[config.mk]
export PLATFORM = sky130hd
export DESIGN_NAME = vfrs_cfg
export DESIGN_NICKNAME = d
export VERILOG_FILES = /design/src/design/assert_macros.svh /design/src/design/vfrs_pkg.sv /design/src/design/vfrs_cfg.sv
export SDC_FILE = /design/constraint.sdc
export NUM_CORES = 1
export LEC_CHECK = 0
export BUFFER_PORTS_ARGS = -buffer_cell sky130_fd_sc_hd__buf_2
export CAP_MARGIN = 20
export CORE_AREA = 4 4 96 98
export DETAILED_ROUTE_END_ITERATION = 6
export DIE_AREA = 0 0 100 102
export GPL_TIMING_DRIVEN = 0
export PLACE_DENSITY = 0.68
export SYNTH_ARGS = -nofsm -noshare
export SYNTH_HDL_FRONTEND = slang
export SYNTH_SLANG_ARGS = --single-unit
[constraint.sdc]
create_clock -name clk -period 1.47 [get_ports clk]
set_clock_uncertainty 0.05 [all_clocks]
set_input_delay 0.294 -clock clk [delete_from_list [all_inputs] [get_ports clk]]
set_output_delay 0.294 -clock clk [all_outputs]
set_load 0.01 [all_outputs]
[src/design/assert_macros.svh]
// ---------------------------------------------------------------------------
// assert_macros.svh
// Clocked assertion helpers shared by the frame rate sync RTL.
// ---------------------------------------------------------------------------
`ifndef ASSERT_MACROS_SVH
`define ASSERT_MACROS_SVH

// Property checked on every rising edge of clk, off while rst is high.
`define VFRS_ASSERT(label, prop, msg) \
  label: assert property (@(posedge clk) disable iff (rst) (prop)) \
    else $error(msg);

// Same-cycle implication.
`define VFRS_ASSERT_IMP(label, ante, cons, msg) \
  `VFRS_ASSERT(label, (ante) |-> (cons), msg)

// Next-cycle implication.
`define VFRS_ASSERT_NXT(label, ante, cons, msg) \
  `VFRS_ASSERT(label, (ante) |=> (cons), msg)

`endif

[src/design/vfrs_pkg.sv]
// ---------------------------------------------------------------------------
// vfrs_pkg
// Shared constants, register map and types of the frame rate sync block.
// ---------------------------------------------------------------------------
package vfrs_pkg;

  localparam int FRAC_BITS_DEF = 16;
  localparam int PTS_WIDTH_DEF = 48;

  localparam int Q_W        = 64;         // internal fixed-point width
  localparam int MAG_W      = 62;         // saturated magnitude width
  localparam int REG_W      = 32;
  localparam int PROD_W     = Q_W + REG_W;
  localparam int MODE_W     = 2;
  localparam int CNT_W      = 8;
  localparam int DUR_W      = 16;
  localparam int APB_ADDR_W = 4;
  localparam int REG_IDX_W  = APB_ADDR_W - 2;

  // 2^61 - 1, saturation bound of the scaled pts
  localparam logic signed [Q_W-1:0] LIM_Q = 64'sh1FFF_FFFF_FFFF_FFFF;

  localparam logic [MODE_W-1:0] MODE_CFR = 2'd1;
  localparam logic [MODE_W-1:0] MODE_VFR = 2'd2;

  localparam logic [REG_IDX_W-1:0] REG_SYNC_MODE  = 2'd0;
  localparam logic [REG_IDX_W-1:0] REG_PTS_SCALE  = 2'd1;
  localparam logic [REG_IDX_W-1:0] REG_FRAME_DUR  = 2'd2;

  localparam logic [MODE_W-1:0] MODE_RESET  = MODE_CFR;
  localparam logic [REG_W-1:0]  SCALE_RESET = 32'h0001_0000;
  localparam logic [REG_W-1:0]  DUR_RESET   = 32'h0001_0000;

  typedef struct packed {
    logic [MODE_W-1:0] sync_mode;
    logic [REG_W-1:0]  pts_scale;
    logic [REG_W-1:0]  frame_duration;
  } cfg_t;

  typedef struct packed {
    logic                  present;
    logic signed [Q_W-1:0] fp;        // scaled pts
    logic signed [Q_W-1:0] fp_dur;    // fp + duration
    logic signed [Q_W-1:0] fp_m06;    // fp - 0.6
    logic signed [Q_W-1:0] fp_round;  // round(fp)
  } scaled_t;

endpackage

[src/design/vfrs_cfg.sv]
// ---------------------------------------------------------------------------
// vfrs_cfg
// APB register file: sync mode, pts scale and frame duration.
// ---------------------------------------------------------------------------
module vfrs_cfg (
  input  logic                            clk,
  input  logic                            rst,
  input  logic                            psel,
  input  logic                            penable,
  input  logic                            pwrite,
  input  logic [vfrs_pkg::APB_ADDR_W-1:0] paddr,
  input  logic [vfrs_pkg::REG_W-1:0]      pwdata,
  output logic [vfrs_pkg::REG_W-1:0]      prdata,
  output logic                            pready,
  output vfrs_pkg::cfg_t                  cfg
);
  import vfrs_pkg::*;

  logic                 wr_en;
  logic [REG_IDX_W-1:0] reg_idx;

  assign pready  = 1'b1;
  assign reg_idx = paddr[APB_ADDR_W-1:2];
  assign wr_en   = psel && penable && pwrite && pready;

  always_ff @(posedge clk) begin
    if (rst) begin
      cfg.sync_mode      <= MODE_RESET;
      cfg.pts_scale      <= SCALE_RESET;
      cfg.frame_duration <= DUR_RESET;
    end else if (wr_en) begin
      case (reg_idx)
        REG_SYNC_MODE: cfg.sync_mode      <= pwdata[MODE_W-1:0];
        REG_PTS_SCALE: cfg.pts_scale      <= pwdata;
        REG_FRAME_DUR: cfg.frame_duration <= pwdata;
        default: ;
      endcase
    end
  end

  always_comb begin
    case (reg_idx)
      REG_SYNC_MODE: prdata = REG_W'(cfg.sync_mode);
      REG_PTS_SCALE: prdata = cfg.pts_scale;
      REG_FRAME_DUR: prdata = cfg.frame_duration;
      default:       prdata = '0;
    endcase
  end

endmodule

After elaboration in Yosys (flattened, before gate mapping):

Cells that the tools add are included.
W data, S select, Z words.

* eq/ne operators: 2
* multiplexer cells: 1
* reductions and logical operators: 6

Operators with widths (count)
* $pmux W32 S3: 1
* $reduce_and A2 Y1: 3
* $eq A2 B1 Y1 const B: 1
* $eq A2 B2 Y1 const B: 1
* $logic_and A1 B1 Y1: 2
* $logic_not A2 Y1: 1

* bits in registers: 66
* input bits: 41
* logic and storage cells: 12

Longest topological paths before layout:

* depth after elaboration: 3
* mapped depth: 6

Worst setup path after synthesis:

OpenSTA, ideal clock, no wires.

* path type: input port to output port
* start: input paddr[2] in the netlist's numbering
* end: output prdata[10] in the netlist's numbering
* arrival time: 1215 ps
* path slack: -89 ps
* stages on the path: 4
* buffers on the path: 2
* cell sequence: buf_2 -> nor2b_1 -> clkbuf_1 -> a22o_1

* longest elaborated chain between the ends: 2
* elaborated cells on any way between the ends: 4

Ends and longest elaborated chain
* start: declaration: RTL line vfrs_cfg.sv:11 `input logic [vfrs_pkg::APB_ADDR_W-1:0] paddr,`
* $eq A2 B2 Y1, or another cell as far along: RTL line vfrs_cfg.sv:42 `case (reg_idx)`
* $pmux W32 S3 (*): RTL line vfrs_cfg.sv:42
* end: declaration: RTL line vfrs_cfg.sv:13 `output logic [vfrs_pkg::REG_W-1:0] prdata,`

Mark *: on every way between the ends. The rest lies on a longest branch, timed or not.

Worst setup path after layout:

* start: input paddr[3] in the netlist's numbering
* end: output prdata[14] in the netlist's numbering

The elaborated chain is that of the path after synthesis.

==> summary.txt <==
Setup path
  – Crit end category: primary output
  – Worst-path fanout max: 5
  – Crit path kind: in2out
  – Worst Setup Start Kind: primary input
  – Worst EP arrival: 1130 ps
  – CP Data Required Time: roughly 1100 ps

Synthesis
  – Mapped Area: ~0.003 mm2
  – Top cell type's share of synthesized area: 0.4289
  – Simple-Gate Fraction of Synth Area: 0.2226
  – EDFF count, synth: 0
  – Yosys warns: 0
  – Compound-gate portion of the synthesized area: 0.08855
  – Mean Syn Cell Area: around 10 um2
  – Xor/xnor share of the synthesized area: 0
  – Count leader, synth: nand2b_1
  – Async set-reset flop share out of synthesis: 0
  – Post-synthesis mux area share: 0.2210
  – Number of synthesized register bits: between 60 and 70
  – Yosys cell types: 17
  – Post-synthesis cell count: 302
  – Largest family of logic cells by synthesized area: simple AND/OR/NAND/NOR gates
  – Post-synth net total: 343
  – Post-synthesis sequential area ratio: 0.4289
  – Ys flop type: dfxtp_1
  – Synth area leader: dfxtp_1
  – Area contributors post-synth: dfxtp_1 43%, mux2i_1 22%, nand2b_1 19%
  – Synth top cells by count: 94 x nand2b_1, 68 x mux2i_1, 66 x dfxtp_1
  – Synth Area in Adders: 0

STA
  – Setup WS post-layout: -8.389 ps
  – Crit path time final: approximately 1500 ps
  – Fmax achieved: 676.4 MHz
  – Worst hold margin: ~180 ps
  – Final hold violations: 0
  – Setup Viol. Count Final: 5
  – RSZ-0062 raised after global routing: true
  – Max Slew Vio Count: 0
  – Final worst-path cycle share: 1.006

GRT
  – Number of global-route vias before repair: 2749
  – Remaining Overflow, GRT: 0
  – Initial antenna violation count: 0
  – Total track usage: 0.1853
  – First-pass GRT wire length: 14650 um
  – Largest net degree at the start of global routing: 12

Drt
  – DRT iter0 DRCs: 64
  – Post-Route WL: 9574 um
  – Vias per cell: 4.799
  – DRT antenna net count: 0
  – Vias post-DR: 2726
  – DRC: 0
  – Drt wl/cell: roughly 17 um
  – Drt pass-1 iters: 4

Placement
  – Final HPWL DP: 6576 um
  – Inst Count DP: 544
  – Routability congestion estimate from global placement: 0.7773
  – IO buf count: 134
  – Dpl cell area: 0.003890 mm2
  – Pre-CTS setup slack: -591.8 ps

Die
  – Die Ht: 102 um
  – # IOs: 140
  – Initial Utilization: 0.3639
  – Chip width: ~100 um
  – Row count: 34
  – Core area: between 0.008 and 0.009 mm2
  – Die ar.: 0.01020 mm2

Finish
  – Final Net Count: 496
  – Top reg by flops: cfg
  – Fin cells: 568
  – Ant diodes: 0
  – Layout Cell Area excl Fill: 0.004364 mm2
  – Share of layout cells above drive strength 1: 0.3913
  – Area growth syn-to-layout: 41.67%
  – Largest registers: cfg x66
  – Largest register FFs: 66

Pwr
  – Leak Pwr: 2.185 nW
  – Logic gate share of total power: 0.111
  – Clock power share: 0.421
  – Sequential power share: 0.468
  – Max VDD drop: 463.2 uV
  – Sw Pwr: 0.9235 mW
  – Switch share: 0.2363
  – Power per standard cell area: 895.4 mW/mm2
  – Total power: ~4 mW
  – Internal cell power: between 2 and 3 mW

Clock network
  – Cts hold-fix bufs: 0
  – CTS tree: built
  – Root Buffer: clkbuf_8
  – CTS buffer count: 9
  – CTS Sinks: between 60 and 70
  – Bufs on Longest Clock Path: 2
  – H-Tree Level Count: 3
  – Worst-path clk slew: 80 ps
  – Worst skew pair latency: 320 ps

Worst hold path
  – Worst Hold Class: in2reg

Status
  – Failing checks: setup timing
  – Status: finished with violations

Flow run
  – Max-Cap Viols: 0
-- final timing paths --
| path | endpoint | startpoint | slack (ps) | cells after the start |
|---|---|---|---|---|
| min reg2reg | cfg[33] | cfg[33] | 440 | 2 |
| min | cfg[16] | pwdata[16] | 180 | 3 |
| max | prdata[14] | paddr[3] | -8 | 6 |
| max reg2reg | cfg[1] | cfg[1] | 740 | 2 |
-- power groups by stage --
stage	registers, mW	logic [mW]	clock network [mW]
floorplan	1.88	0.185	0
global placement	1.87	0.349	0
detailed placement	1.87	0.353	0
CTS	1.83	0.422	1.68
global route	1.83	0.464	1.75
finish	1.83	0.432	1.65
-- through the flow --
step / util / TNS (ps)
after floorplan: - / -1789
after global placement: 0.4595 / -21510
after detailed placement: 0.4595 / -23650
after CTS: 0.5112 / -34.71
after global routing: 0.5155 / -291.9
final: 0.5155 / -19.97
-- repair_timing --
item	4_1_cts	5_1_grt
gates resized for setup	36	8
cloned	3	0
setup buffers	3	3
setup endpoints to repair	37	32
pin swaps	1	1
-- routing by layer --
metal  up-vias  GRT usage  part of all wire
met5         -          0                 0
met4         0    0.05803             0.015
met3        13    0.03003             0.057
met2        87     0.3089              0.47
met1      1292     0.2475              0.46
li1       1334          -                 -
-- layout by cell type, fill, tap and decap left out, types with 3 or more instances in the layout --
cell / n
a22o_1: 30
buf_12: 3
buf_2: 137
buf_4: 8
clkbuf_1: 12
clkbuf_16: 5
clkbuf_8: 11
dfxtp_1: 64
mux2i_1: 68
nand2b_1: 94
nor2_1: 5
-- worst max-delay path: stages --
cell	delay (ps)
buf_12	110
nor2b_4	130
buf_12	130
clkbuf_16	150
a22o_1	180
buf_2	140
-- layout make-up --
| type | count | area [um2] |
|---|---|---|
| Clock buffer | 11 | 131.4 |
| Buffer | 25 | 244.0 |
| Tap cell | 108 | 135.1 |
| Sequential cell | 66 | 1324 |
| Fill cell | 790 | 4101 |
| Timing Repair Buffer | 143 | 787.0 |
| Clock inverter | 5 | 78.83 |
| Multi-Input combinational cell | 210 | 1664 |
-- cells by family (layout without fill, tap and decap cells) --
kind of cell	count (synthesis)	in the layout
buffers and inverters	26	184
AOI/OAI and AO/OA	32	32
muxes	68	68
DFF	66	66
other	1	1
and+or+nand+nor	109	109
Power figures use the tool's default switching activity.
