File: config.mk
export PLATFORM = sky130hd
export DESIGN_NAME = vfrs_scale_flat
export DESIGN_NICKNAME = d
export VERILOG_FILES = /design/src/design/vfrs_pkg.sv /design/src/design/vfrs_if.sv /design/src/design/vfrs_scale.sv /design/src/flat_wrapper.sv
export VERILOG_INCLUDE_DIRS = /design/src /design/src/design
export SDC_FILE = /design/constraint.sdc
export NUM_CORES = 2
export LEC_CHECK = 0
export BUFFER_PORTS_ARGS = -buffer_cell sky130_fd_sc_hd__buf_2
export CORE_MARGIN = 2
export CORE_UTILIZATION = 62
export CTS_CLUSTER_SIZE = 16
export DETAILED_ROUTE_END_ITERATION = 16
export GPL_TIMING_DRIVEN = 0
export HOLD_SLACK_MARGIN = 0.05
export PLACE_DENSITY = 0.81
export SYNTH_ARGS = -nofsm -noshare
export SYNTH_HDL_FRONTEND = slang
export SYNTH_SLANG_ARGS = --single-unit
File: constraint.sdc
create_clock -name clk -period 12.85 [get_ports clk]
set_input_delay 1.285 -clock clk [delete_from_list [all_inputs] [get_ports clk]]
set_output_delay 1.285 -clock clk [all_outputs]
set_load 0.02 [all_outputs]
File: src/design/assert_macros.svh
// ---------------------------------------------------------------------------
// assert_macros.svh
// Clocked assertion helpers shared by the frame rate sync RTL.
// ---------------------------------------------------------------------------
`ifndef ASSERT_MACROS_SVH
`define ASSERT_MACROS_SVH

// Property checked on every rising edge of clk, off while rst is high.
`define VFRS_ASSERT(label, prop, msg) \
  label: assert property (@(posedge clk) disable iff (rst) (prop)) \
    else $error(msg);

// Same-cycle implication.
`define VFRS_ASSERT_IMP(label, ante, cons, msg) \
  `VFRS_ASSERT(label, (ante) |-> (cons), msg)

// Next-cycle implication.
`define VFRS_ASSERT_NXT(label, ante, cons, msg) \
  `VFRS_ASSERT(label, (ante) |=> (cons), msg)

`endif

File: src/design/vfrs_pkg.sv
// ---------------------------------------------------------------------------
// vfrs_pkg
// Shared constants, register map and types of the frame rate sync block.
// ---------------------------------------------------------------------------
package vfrs_pkg;

  localparam int FRAC_BITS_DEF = 16;
  localparam int PTS_WIDTH_DEF = 48;

  localparam int Q_W        = 64;         // internal fixed-point width
  localparam int MAG_W      = 62;         // saturated magnitude width
  localparam int REG_W      = 32;
  localparam int PROD_W     = Q_W + REG_W;
  localparam int MODE_W     = 2;
  localparam int CNT_W      = 8;
  localparam int DUR_W      = 16;
  localparam int APB_ADDR_W = 4;
  localparam int REG_IDX_W  = APB_ADDR_W - 2;

  // 2^61 - 1, saturation bound of the scaled pts
  localparam logic signed [Q_W-1:0] LIM_Q = 64'sh1FFF_FFFF_FFFF_FFFF;

  localparam logic [MODE_W-1:0] MODE_CFR = 2'd1;
  localparam logic [MODE_W-1:0] MODE_VFR = 2'd2;

  localparam logic [REG_IDX_W-1:0] REG_SYNC_MODE  = 2'd0;
  localparam logic [REG_IDX_W-1:0] REG_PTS_SCALE  = 2'd1;
  localparam logic [REG_IDX_W-1:0] REG_FRAME_DUR  = 2'd2;

  localparam logic [MODE_W-1:0] MODE_RESET  = MODE_CFR;
  localparam logic [REG_W-1:0]  SCALE_RESET = 32'h0001_0000;
  localparam logic [REG_W-1:0]  DUR_RESET   = 32'h0001_0000;

  typedef struct packed {
    logic [MODE_W-1:0] sync_mode;
    logic [REG_W-1:0]  pts_scale;
    logic [REG_W-1:0]  frame_duration;
  } cfg_t;

  typedef struct packed {
    logic                  present;
    logic signed [Q_W-1:0] fp;        // scaled pts
    logic signed [Q_W-1:0] fp_dur;    // fp + duration
    logic signed [Q_W-1:0] fp_m06;    // fp - 0.6
    logic signed [Q_W-1:0] fp_round;  // round(fp)
  } scaled_t;

endpackage

File: src/design/vfrs_if.sv
// ---------------------------------------------------------------------------
// vfrs_if
// Valid/ready channels carrying frame requests in and sync decisions out.
// ---------------------------------------------------------------------------
interface vfrs_in_if #(
  parameter int PTS_WIDTH = vfrs_pkg::PTS_WIDTH_DEF
);
  logic                        valid;
  logic                        ready;
  logic signed [PTS_WIDTH-1:0] frame_pts;
  logic                        frame_present;

  modport source (output valid, frame_pts, frame_present, input ready);
  modport sink   (input valid, frame_pts, frame_present, output ready);
endinterface


File: src/design/vfrs_scale.sv
// ---------------------------------------------------------------------------
// vfrs_scale
// Input register and pts scaling pipeline: magnitude split multiply,
// saturation, then the state-independent sums used by the decision stage.
// ---------------------------------------------------------------------------
`include "assert_macros.svh"

module vfrs_scale #(
  parameter int FRAC_BITS = vfrs_pkg::FRAC_BITS_DEF,
  parameter int PTS_WIDTH = vfrs_pkg::PTS_WIDTH_DEF
) (
  input  logic              clk,
  input  logic              rst,
  vfrs_in_if.sink           frame_in,
  input  vfrs_pkg::cfg_t    cfg,
  output vfrs_pkg::scaled_t item,
  output logic              item_valid,
  input  logic              item_ready
);
  import vfrs_pkg::*;

  localparam logic signed [Q_W-1:0] ONE_Q  = Q_W'(1);
  localparam logic signed [Q_W-1:0] HALF_Q = ONE_Q <<< (FRAC_BITS - 1);
  localparam logic signed [Q_W-1:0] C06_Q  = (6 * (ONE_Q <<< FRAC_BITS) + 5) / 10;

  // stage valids and ready chain
  logic v0, v1, v2, v3;
  logic rdy0, rdy1, rdy2, rdy3;

  // stage 0: input register
  logic signed [PTS_WIDTH-1:0] pts0;
  logic                        present0;
  logic [PTS_WIDTH-1:0]        mag0;
  logic [Q_W-1:0]              mag0_q;

  // stage 1: partial products
  logic             present1, neg1;
  logic [Q_W-1:0]   pp_lo1, pp_hi1;
  logic [PROD_W-1:0] prod1;

  // stage 2: saturated magnitude
  logic             present2, neg2;
  logic [MAG_W-1:0] mag2;

  // stage 3 inputs
  logic signed [Q_W-1:0] mag_q, dur_q, rnd_q;
  scaled_t               s3;

  assign rdy3 = !v3 || item_ready;
  assign rdy2 = !v2 || rdy3;
  assign rdy1 = !v1 || rdy2;
  assign rdy0 = !v0 || rdy1;
  assign frame_in.ready = rdy0;

  always_ff @(posedge clk) begin
    if (rst) begin
      v0 <= 1'b0;
      v1 <= 1'b0;
      v2 <= 1'b0;
      v3 <= 1'b0;
    end else begin
      if (rdy0) v0 <= frame_in.valid;
      if (rdy1) v1 <= v0;
      if (rdy2) v2 <= v1;
      if (rdy3) v3 <= v2;
    end
  end

  assign mag0   = pts0[PTS_WIDTH-1] ? (~pts0 + 1'b1) : pts0;
  assign mag0_q = Q_W'(mag0);
  assign prod1  = (PROD_W'(pp_hi1) << REG_W) + PROD_W'(pp_lo1);

  assign mag_q = $signed(Q_W'(mag2));
  assign dur_q = $signed(Q_W'(cfg.frame_duration));
  assign rnd_q = (mag_q + HALF_Q) >>> FRAC_BITS;

  always_ff @(posedge clk) begin
    if (rdy0) begin
      pts0     <= frame_in.frame_pts;
      present0 <= frame_in.frame_present;
    end
    if (rdy1) begin
      present1 <= present0;
      neg1     <= pts0[PTS_WIDTH-1];
      pp_lo1   <= Q_W'(mag0_q[REG_W-1:0]) * Q_W'(cfg.pts_scale);
      pp_hi1   <= Q_W'(mag0_q[Q_W-1:REG_W]) * Q_W'(cfg.pts_scale);
    end
    if (rdy2) begin
      present2 <= present1;
      neg2     <= neg1;
      mag2     <= (prod1 > PROD_W'(LIM_Q)) ? LIM_Q[MAG_W-1:0] : prod1[MAG_W-1:0];
    end
    if (rdy3) begin
      s3.present  <= present2;
      s3.fp       <= neg2 ? (~mag_q + ONE_Q) : mag_q;
      s3.fp_dur   <= neg2 ? (dur_q - mag_q) : (mag_q + dur_q);
      s3.fp_m06   <= neg2 ? (~mag_q + (ONE_Q - C06_Q)) : (mag_q - C06_Q);
      s3.fp_round <= neg2 ? -rnd_q : rnd_q;
    end
  end

  assign item       = s3;
  assign item_valid = v3;

  `VFRS_ASSERT_IMP(a_round_keeps_sign, v3 && !s3.fp[Q_W-1], !s3.fp_round[Q_W-1],
                   "rounded pts changed sign")

endmodule

File: src/flat_wrapper.sv
// flat-port wrapper written by rule: the top's interface ports become plain ports
module vfrs_scale_flat import vfrs_pkg::*;
#(
  parameter int FRAC_BITS = vfrs_pkg::FRAC_BITS_DEF,
  parameter int PTS_WIDTH = vfrs_pkg::PTS_WIDTH_DEF
)
  (clk, rst, cfg, item, item_valid, item_ready, frame_in_valid, frame_in_frame_pts, frame_in_frame_present, frame_in_ready);
  vfrs_in_if #(.PTS_WIDTH(PTS_WIDTH)) frame_in_i ();
  input  logic clk;
  input  logic rst;
  input  vfrs_pkg::cfg_t cfg;
  output vfrs_pkg::scaled_t item;
  output logic item_valid;
  input  logic item_ready;
  input wire logic [$bits(frame_in_i.valid)-1:0] frame_in_valid;
  input wire logic [$bits(frame_in_i.frame_pts)-1:0] frame_in_frame_pts;
  input wire logic [$bits(frame_in_i.frame_present)-1:0] frame_in_frame_present;
  output wire logic [$bits(frame_in_i.ready)-1:0] frame_in_ready;
  assign frame_in_i.valid = frame_in_valid;
  assign frame_in_i.frame_pts = frame_in_frame_pts;
  assign frame_in_i.frame_present = frame_in_frame_present;
  assign frame_in_ready = frame_in_i.ready;
  vfrs_scale #(.FRAC_BITS(FRAC_BITS), .PTS_WIDTH(PTS_WIDTH)) u_core (.clk(clk), .rst(rst), .frame_in(frame_in_i), .cfg(cfg), .item(item), .item_valid(item_valid), .item_ready(item_ready));
endmodule
## After elaboration in Yosys (flattened, before gate mapping)

Index checks and enable logic that the tools add are counted.

- $lt $le $gt $ge: 1
- Bitwise logic cells: 2
- Mux-type cells: 5
- $add $sub $neg: 9
- Reduce and logical (&&, ||, !) cells: 8
- Multipliers: 2

Operator list:

| kind | count |
|---|---|
| 64-bit 2-to-1 mux | 3 |
| 96-bit by 64-bit adder with 96-bit output | 1 |
| 96-bit by 61-bit > comparator with 1-bit output, second input constant | 1 |
| 64-bit by 17-bit adder with 64-bit output, second input constant | 1 |
| 64-bit by 2-bit adder with 64-bit output, second input constant | 1 |
| 32-bit by 32-bit multiplier with 64-bit output | 1 |
| 48-bit negator with 64-bit output | 1 |
| 62-bit NOT with 64-bit output | 1 |
| 62-bit by 16-bit adder with 63-bit output, second input constant | 1 |
| 62-bit by 32-bit adder with 63-bit output | 1 |
| 32-bit by 62-bit subtractor with 63-bit output | 1 |
| 62-bit by 16-bit subtractor with 63-bit output, second input constant | 1 |
| 62-bit 2-to-1 mux | 1 |
| 48-bit by 1-bit adder with 48-bit output, second input constant | 1 |
| 16-bit by 32-bit multiplier with 48-bit output | 1 |
| 48-bit 2-to-1 mux | 1 |
| 48-bit NOT | 1 |
| 1-bit zero test | 4 |
| 1-bit logical OR | 4 |

- Input port bits: 119
- Register bits after elaboration: 504

## Logic depth before layout (Yosys ltp)

- Depth after elaboration: 5
- Depth in mapped cells: 41

## Worst setup path before layout

No wires, ideal clock.

- Kind: reg-to-reg
- Start point: register u_core.pts0[11]
- End point: register u_core.pp_lo1[58] (data pin)
- Stages on the path, launching flop included: 37
- Arrival: 9.726 ns
- Setup time: 0.263 ns
- Slack: 2.861 ns
- Cells stage by stage: edfxtp_1 or4_4 nor4b_4 nand3_1 or4_1 or4_1 or2_1 buf_2 o21ai_0 xnor2_1 clkbuf_1 nand2_1 fa_1 inv_1 fa_1 fa_1 inv_1 fa_1 inv_1 fa_1 fa_1 fa_1 inv_1 fa_1 inv_1 ha_1 clkbuf_1 nand2_1 nor4b_1 o21ai_0 a31o_2 o211ai_1 a31o_2 a31oi_1 o21ai_0 a21boi_0 xnor2_1

- Word-level cells in the longest chain between the ends: 4

RTL lines:

| element | RTL line | source |
|---|---|---|
| start, declared | vfrs_scale.sv:31 | `logic signed [PTS_WIDTH-1:0] pts0;` |
| start signal, assigned | vfrs_scale.sv:79 | `pts0 <= frame_in.frame_pts;` |
| 48-bit NOT | vfrs_scale.sv:69 | `assign mag0 = pts0[PTS_WIDTH-1] ? (~pts0 + 1'b1) : pts0;` |
| 48-bit by 1-bit adder with 48-bit output | vfrs_scale.sv:69 |  |
| 48-bit 2-to-1 mux (*) | vfrs_scale.sv:69 |  |
| 32-bit by 32-bit multiplier with 64-bit output (*) | vfrs_scale.sv:85 | `pp_lo1 <= Q_W'(mag0_q[REG_W-1:0]) * Q_W'(cfg.pts_scale);` |
| end signal, assigned | vfrs_scale.sv:85 |  |
| end, declared | vfrs_scale.sv:38 | `logic [Q_W-1:0] pp_lo1, pp_hi1;` |

Every way passes the cells marked *; elsewhere a longest branch is shown, timed or not.
A chain may end at the register's enable or synchronous reset.

## Worst setup path in the final report

- Start point: register u_core.pts0[47]
- End point: register u_core.pp_lo1[63] (data pin)

- Word-level cells in the longest chain between the ends: 2

RTL lines:

| element | RTL line |
|---|---|
| 48-bit 2-to-1 mux | vfrs_scale.sv:69 |
| 32-bit by 32-bit multiplier with 64-bit output | vfrs_scale.sv:85 |

Every way passes these cells.

==> summary.md <==
| Metric | Value |
|---|---|
| Area Growth Syn to Fin | 7.476% |
| Leading cell types by total area after synthesis | fa_1, edfxtp_1, ha_1 |
| Critical path arrival | 13100 ps |
| Register clock-pin slew on the reported worst setup and hold paths | 70 ps |
| Number of nets in the layout | 10660 |
| Ys async rst share | 0% |
| Vias in the first global route | 64810 |
| Core box area | 0.1241 mm^2 |
| Post-synth EDFFs | 483 |
| Longest individual stage delay on the worst path | 890 ps |
| Largest clock skew in the final design | 79.00 ps |
| Y dimension of the die | 358.1 um |
| Transition time at the pin with the least slew margin | 1665 ps |
| Routed vias | 64810 |
| Crit path kind | flop to flop |
| Clock insertion delay at the later pin of the skew report | 720 ps |
| Crit share post-route | 98.68% |
| Wirelength, routed | 294.9 mm |
| Pin count of the biggest net entering global routing | 150 |
| Port bufs | 343 |
| Most prevalent standard cell on the critical path | fa_1 |
| Main combinational cell family by area after synthesis | adder cells |
| Post-route antenna net violation count | 0 |
| Area share of the leading cell type in the synthesized netlist | 33.91% |
| Required time of the worst setup path | 13270 ps |
| Status | finished, violations left |
| Violated checks | capacitance limit, slew limit |
| Post-synthesis cell area | 0.07776 mm^2 |
| CP Max Fanout | 10 |
| Critical-path top delay cell | xnor2_1 |
| Flops & latches, synth | 487 |
| Fillers | 10090 |
| Overall Global Routing Usage | 46.35% |
| Placed standard-cell area | 0.08165 mm^2 |
| Top flip-flop cell by instance count after synthesis | edfxtp_1 |
| Number of top-level pins | 378 |
| Die Footprint | 0.1283 mm^2 |
| TritonCTS Sinks | 487 |
| H-tree depth | 2 |
| Critical Path Sink Type | flop |
| Footprint of the multi-input gates | 0.05571 mm^2 |
| Finished Cell Area | 0.08357 mm^2 |
| Count of final max-slew check failures | 130 |
| Hold bufs inserted after CTS | 0 |
| Sum of net half-perimeters after detailed placement | 236.2 mm |
| Number of placed instances with taps included | 10310 |
| Total negative slack for setup checks | 0 ps |
| Adder and majority gate portion of the synthesized area | 41.81% |
| Nature of the critical path startpoint | flop |
| Max Root-Sink Buffers | 3 |
| Starting density of the core | 62.65% |
| Kind of path behind the tightest hold check | flop to flop |
| Number of max-capacitance violations reported | 15 |
| Wire length of the first global-routing pass | 424.5 mm |
| Number of buffers created by CTS | 52 |
| Net count after synthesis | 10250 |
| Xor/xnor cell area share of the yosys netlist | 5.102% |
| Rel. slew slack | -11.00% |
| Synth Area in Simple Gates | 16.93% |
| Register area | 0.01458 mm^2 |
| Final Hold Vio Count | 0 |
| Depth of the worst register-to-register path | 29 |
| Synthesized area per cell | 9.339 um^2 |
| Filler-free cell count of the finished design | 10440 |
| Min cycle time layout | 12680 ps |
| Cell chosen for the clock root | clkbuf_16 |
| Number of DRC markers in iteration 0 | 8307 |
| Via/cell ratio | 6.208 |
| Distinct cell type count after synthesis | 87 |
| Final weighted congestion of routability-driven global placement | 1.118 |
| Top achievable clock speed | 0.07887 GHz |
| Post-synthesis compound-gate area fraction | 7.603% |
| Count of TritonRoute iterations in the first routing pass | 9 |
| Die X-Extent | 358.1 um |
| TritonCTS clock tree | done |
| Number of instances on the worst hold path | 0 |
| Post-synthesis cell type with the largest combined area | fa_1 |
| Final global-route overflow total | 0 |
| Proportion of layout cells with a drive suffix above 1 | 5.953% |
| Seq/Total Area, Yosys | 18.76% |
| Drt drc | 0 |
| Post-synthesis mux area share | 0.1175% |
| Synthesized netlist cell count | 8326 |
| Setup violations, final | 0 |
| Count of standard-cell rows | 129 |
| Initial antenna violation count | 36 |
| Average routed wire per standard cell | 28.25 um |
| Ys Warns | 0 |
## critical path: cells and delay by family (launching register included)
family	cells	cell delay [ps]
AND/OR/NAND/NOR	3	940
AO/OA/AOI/OAI	8	2910
adder cells (fa/ha/maj)	9	4490
XOR/XNOR	1	890
flip-flops	1	780
buffers and inverters	8	2420
## flip-flops by register name, indices dropped and copies added, names as in the netlist
name / cells
u_core.item: 256
u_core.item_valid: 1
u_core.mag2: 62
u_core.neg1: 1
u_core.neg2: 1
u_core.pp_hi1: 48
u_core.pp_lo1: 64
u_core.present0: 1
u_core.present1: 1
u_core.present2: 1
u_core.pts0: 48
u_core.v0: 1
u_core.v1: 1
u_core.v2: 1
## layer usage
metal  routed length [um]  part of all wire (%)  vias up  global-route usage [%]
met2               126900                    43     4828                   69.38
met1               100100                    34    31810                   55.90
met5                  360                  0.12        -                  0.6296
met3                39330                    13     1299                   15.30
li1                     -                     -    26840                       -
met4                28190                   9.6       28                   34.73
## cell families after synthesis
logic type	after synthesis
and+or+nand+nor	2623
AOI/OAI and AO/OA	948
buffers and inverters	1997
xor gates and xnor gates	453
adders and majority gates	1808
other	1
muxes	9
DFF	487
## layout make-up
class / instances / share of cell area (%)
Tap cell: 1637 / 2.451
Sequential cell: 487 / 17.45
Multi-Input combinational cell: 5842 / 66.66
Inverter: 1510 / 6.794
Clock inverter: 37 / 0.5360
Antenna cell: 34 / 0.1018
Timing Repair Buffer: 350 / 2.189
Buffer: 487 / 2.243
Clock buffer: 55 / 1.571
## placed cells by master (no fill, tap or decap), types with 209 or more instances in the layout
master	synthesis	final
a21oi_1	292	292
and2_1	801	801
buf_2	13	358
clkbuf_1	450	443
edfxtp_1	483	483
fa_1	1317	1317
ha_1	491	491
inv_1	1509	1507
nand2_1	1076	1074
nor2_1	209	209
o21ai_0	242	240
xnor2_1	331	328
## worst paths after layout
check,startpoint,slack [ps],end
setup / recovery,u_core.pts0[47],170,u_core.pp_lo1[63]
hold reg to reg,u_core.present2,410,u_core.item[256]
setup reg to reg,u_core.pts0[47],170,u_core.pp_lo1[63]
hold / removal,u_core.present2,410,u_core.item[256]
## timing repair
| item | in CTS | in global routing |
|---|---|---|
| pin swaps | 0 | 2 |
| gates resized for setup | 4 | 22 |
| setup buffers | 0 | 2 |
| hold endpoints to repair | 0 | 0 |
| endpoints found under the setup margin | 8 | 14 |
## cells in the mapped netlist (8+ instances only)
cell and instances:
and3_1 27, o31ai_1 37, nor3_1 79, mux2i_1 8, buf_1 20, nand4_1 75, or3_1 35, o211ai_1 15
a21boi_0 12, o22ai_1 16, clkbuf_1 450, a2111oi_0 8, nor2_1 209, xor2_1 122, a21oi_1 292, buf_2 13
nand3_1 92, o21bai_1 44, or4_1 21, or2_2 28, o21a_1 21, nand2_1 1076, nor2b_1 31, inv_1 1509
xnor2_1 331, nor4_1 37, a21o_1 105, nand2b_1 61, and2_1 801, o221ai_1 8, a31oi_1 30, and4_1 11
edfxtp_1 483, o21ai_0 242, ha_1 491, fa_1 1317, a211oi_1 24
## per-stage QoR
step	hold WS, ps	util, %	setup slack (ps)
final	414.4	67.33	170.1
after global routing	433.0	67.28	-13.21
after CTS	420.9	67.21	10.50
after detailed placement	406.2	65.78	-633.1
after global placement	402.2	65.68	-504.7
after floorplan	400.3	-	2861
Power is left out: the tool's default activity adds up to more than one toggle a clock period on the data nets, which glitch-free logic cannot reach.
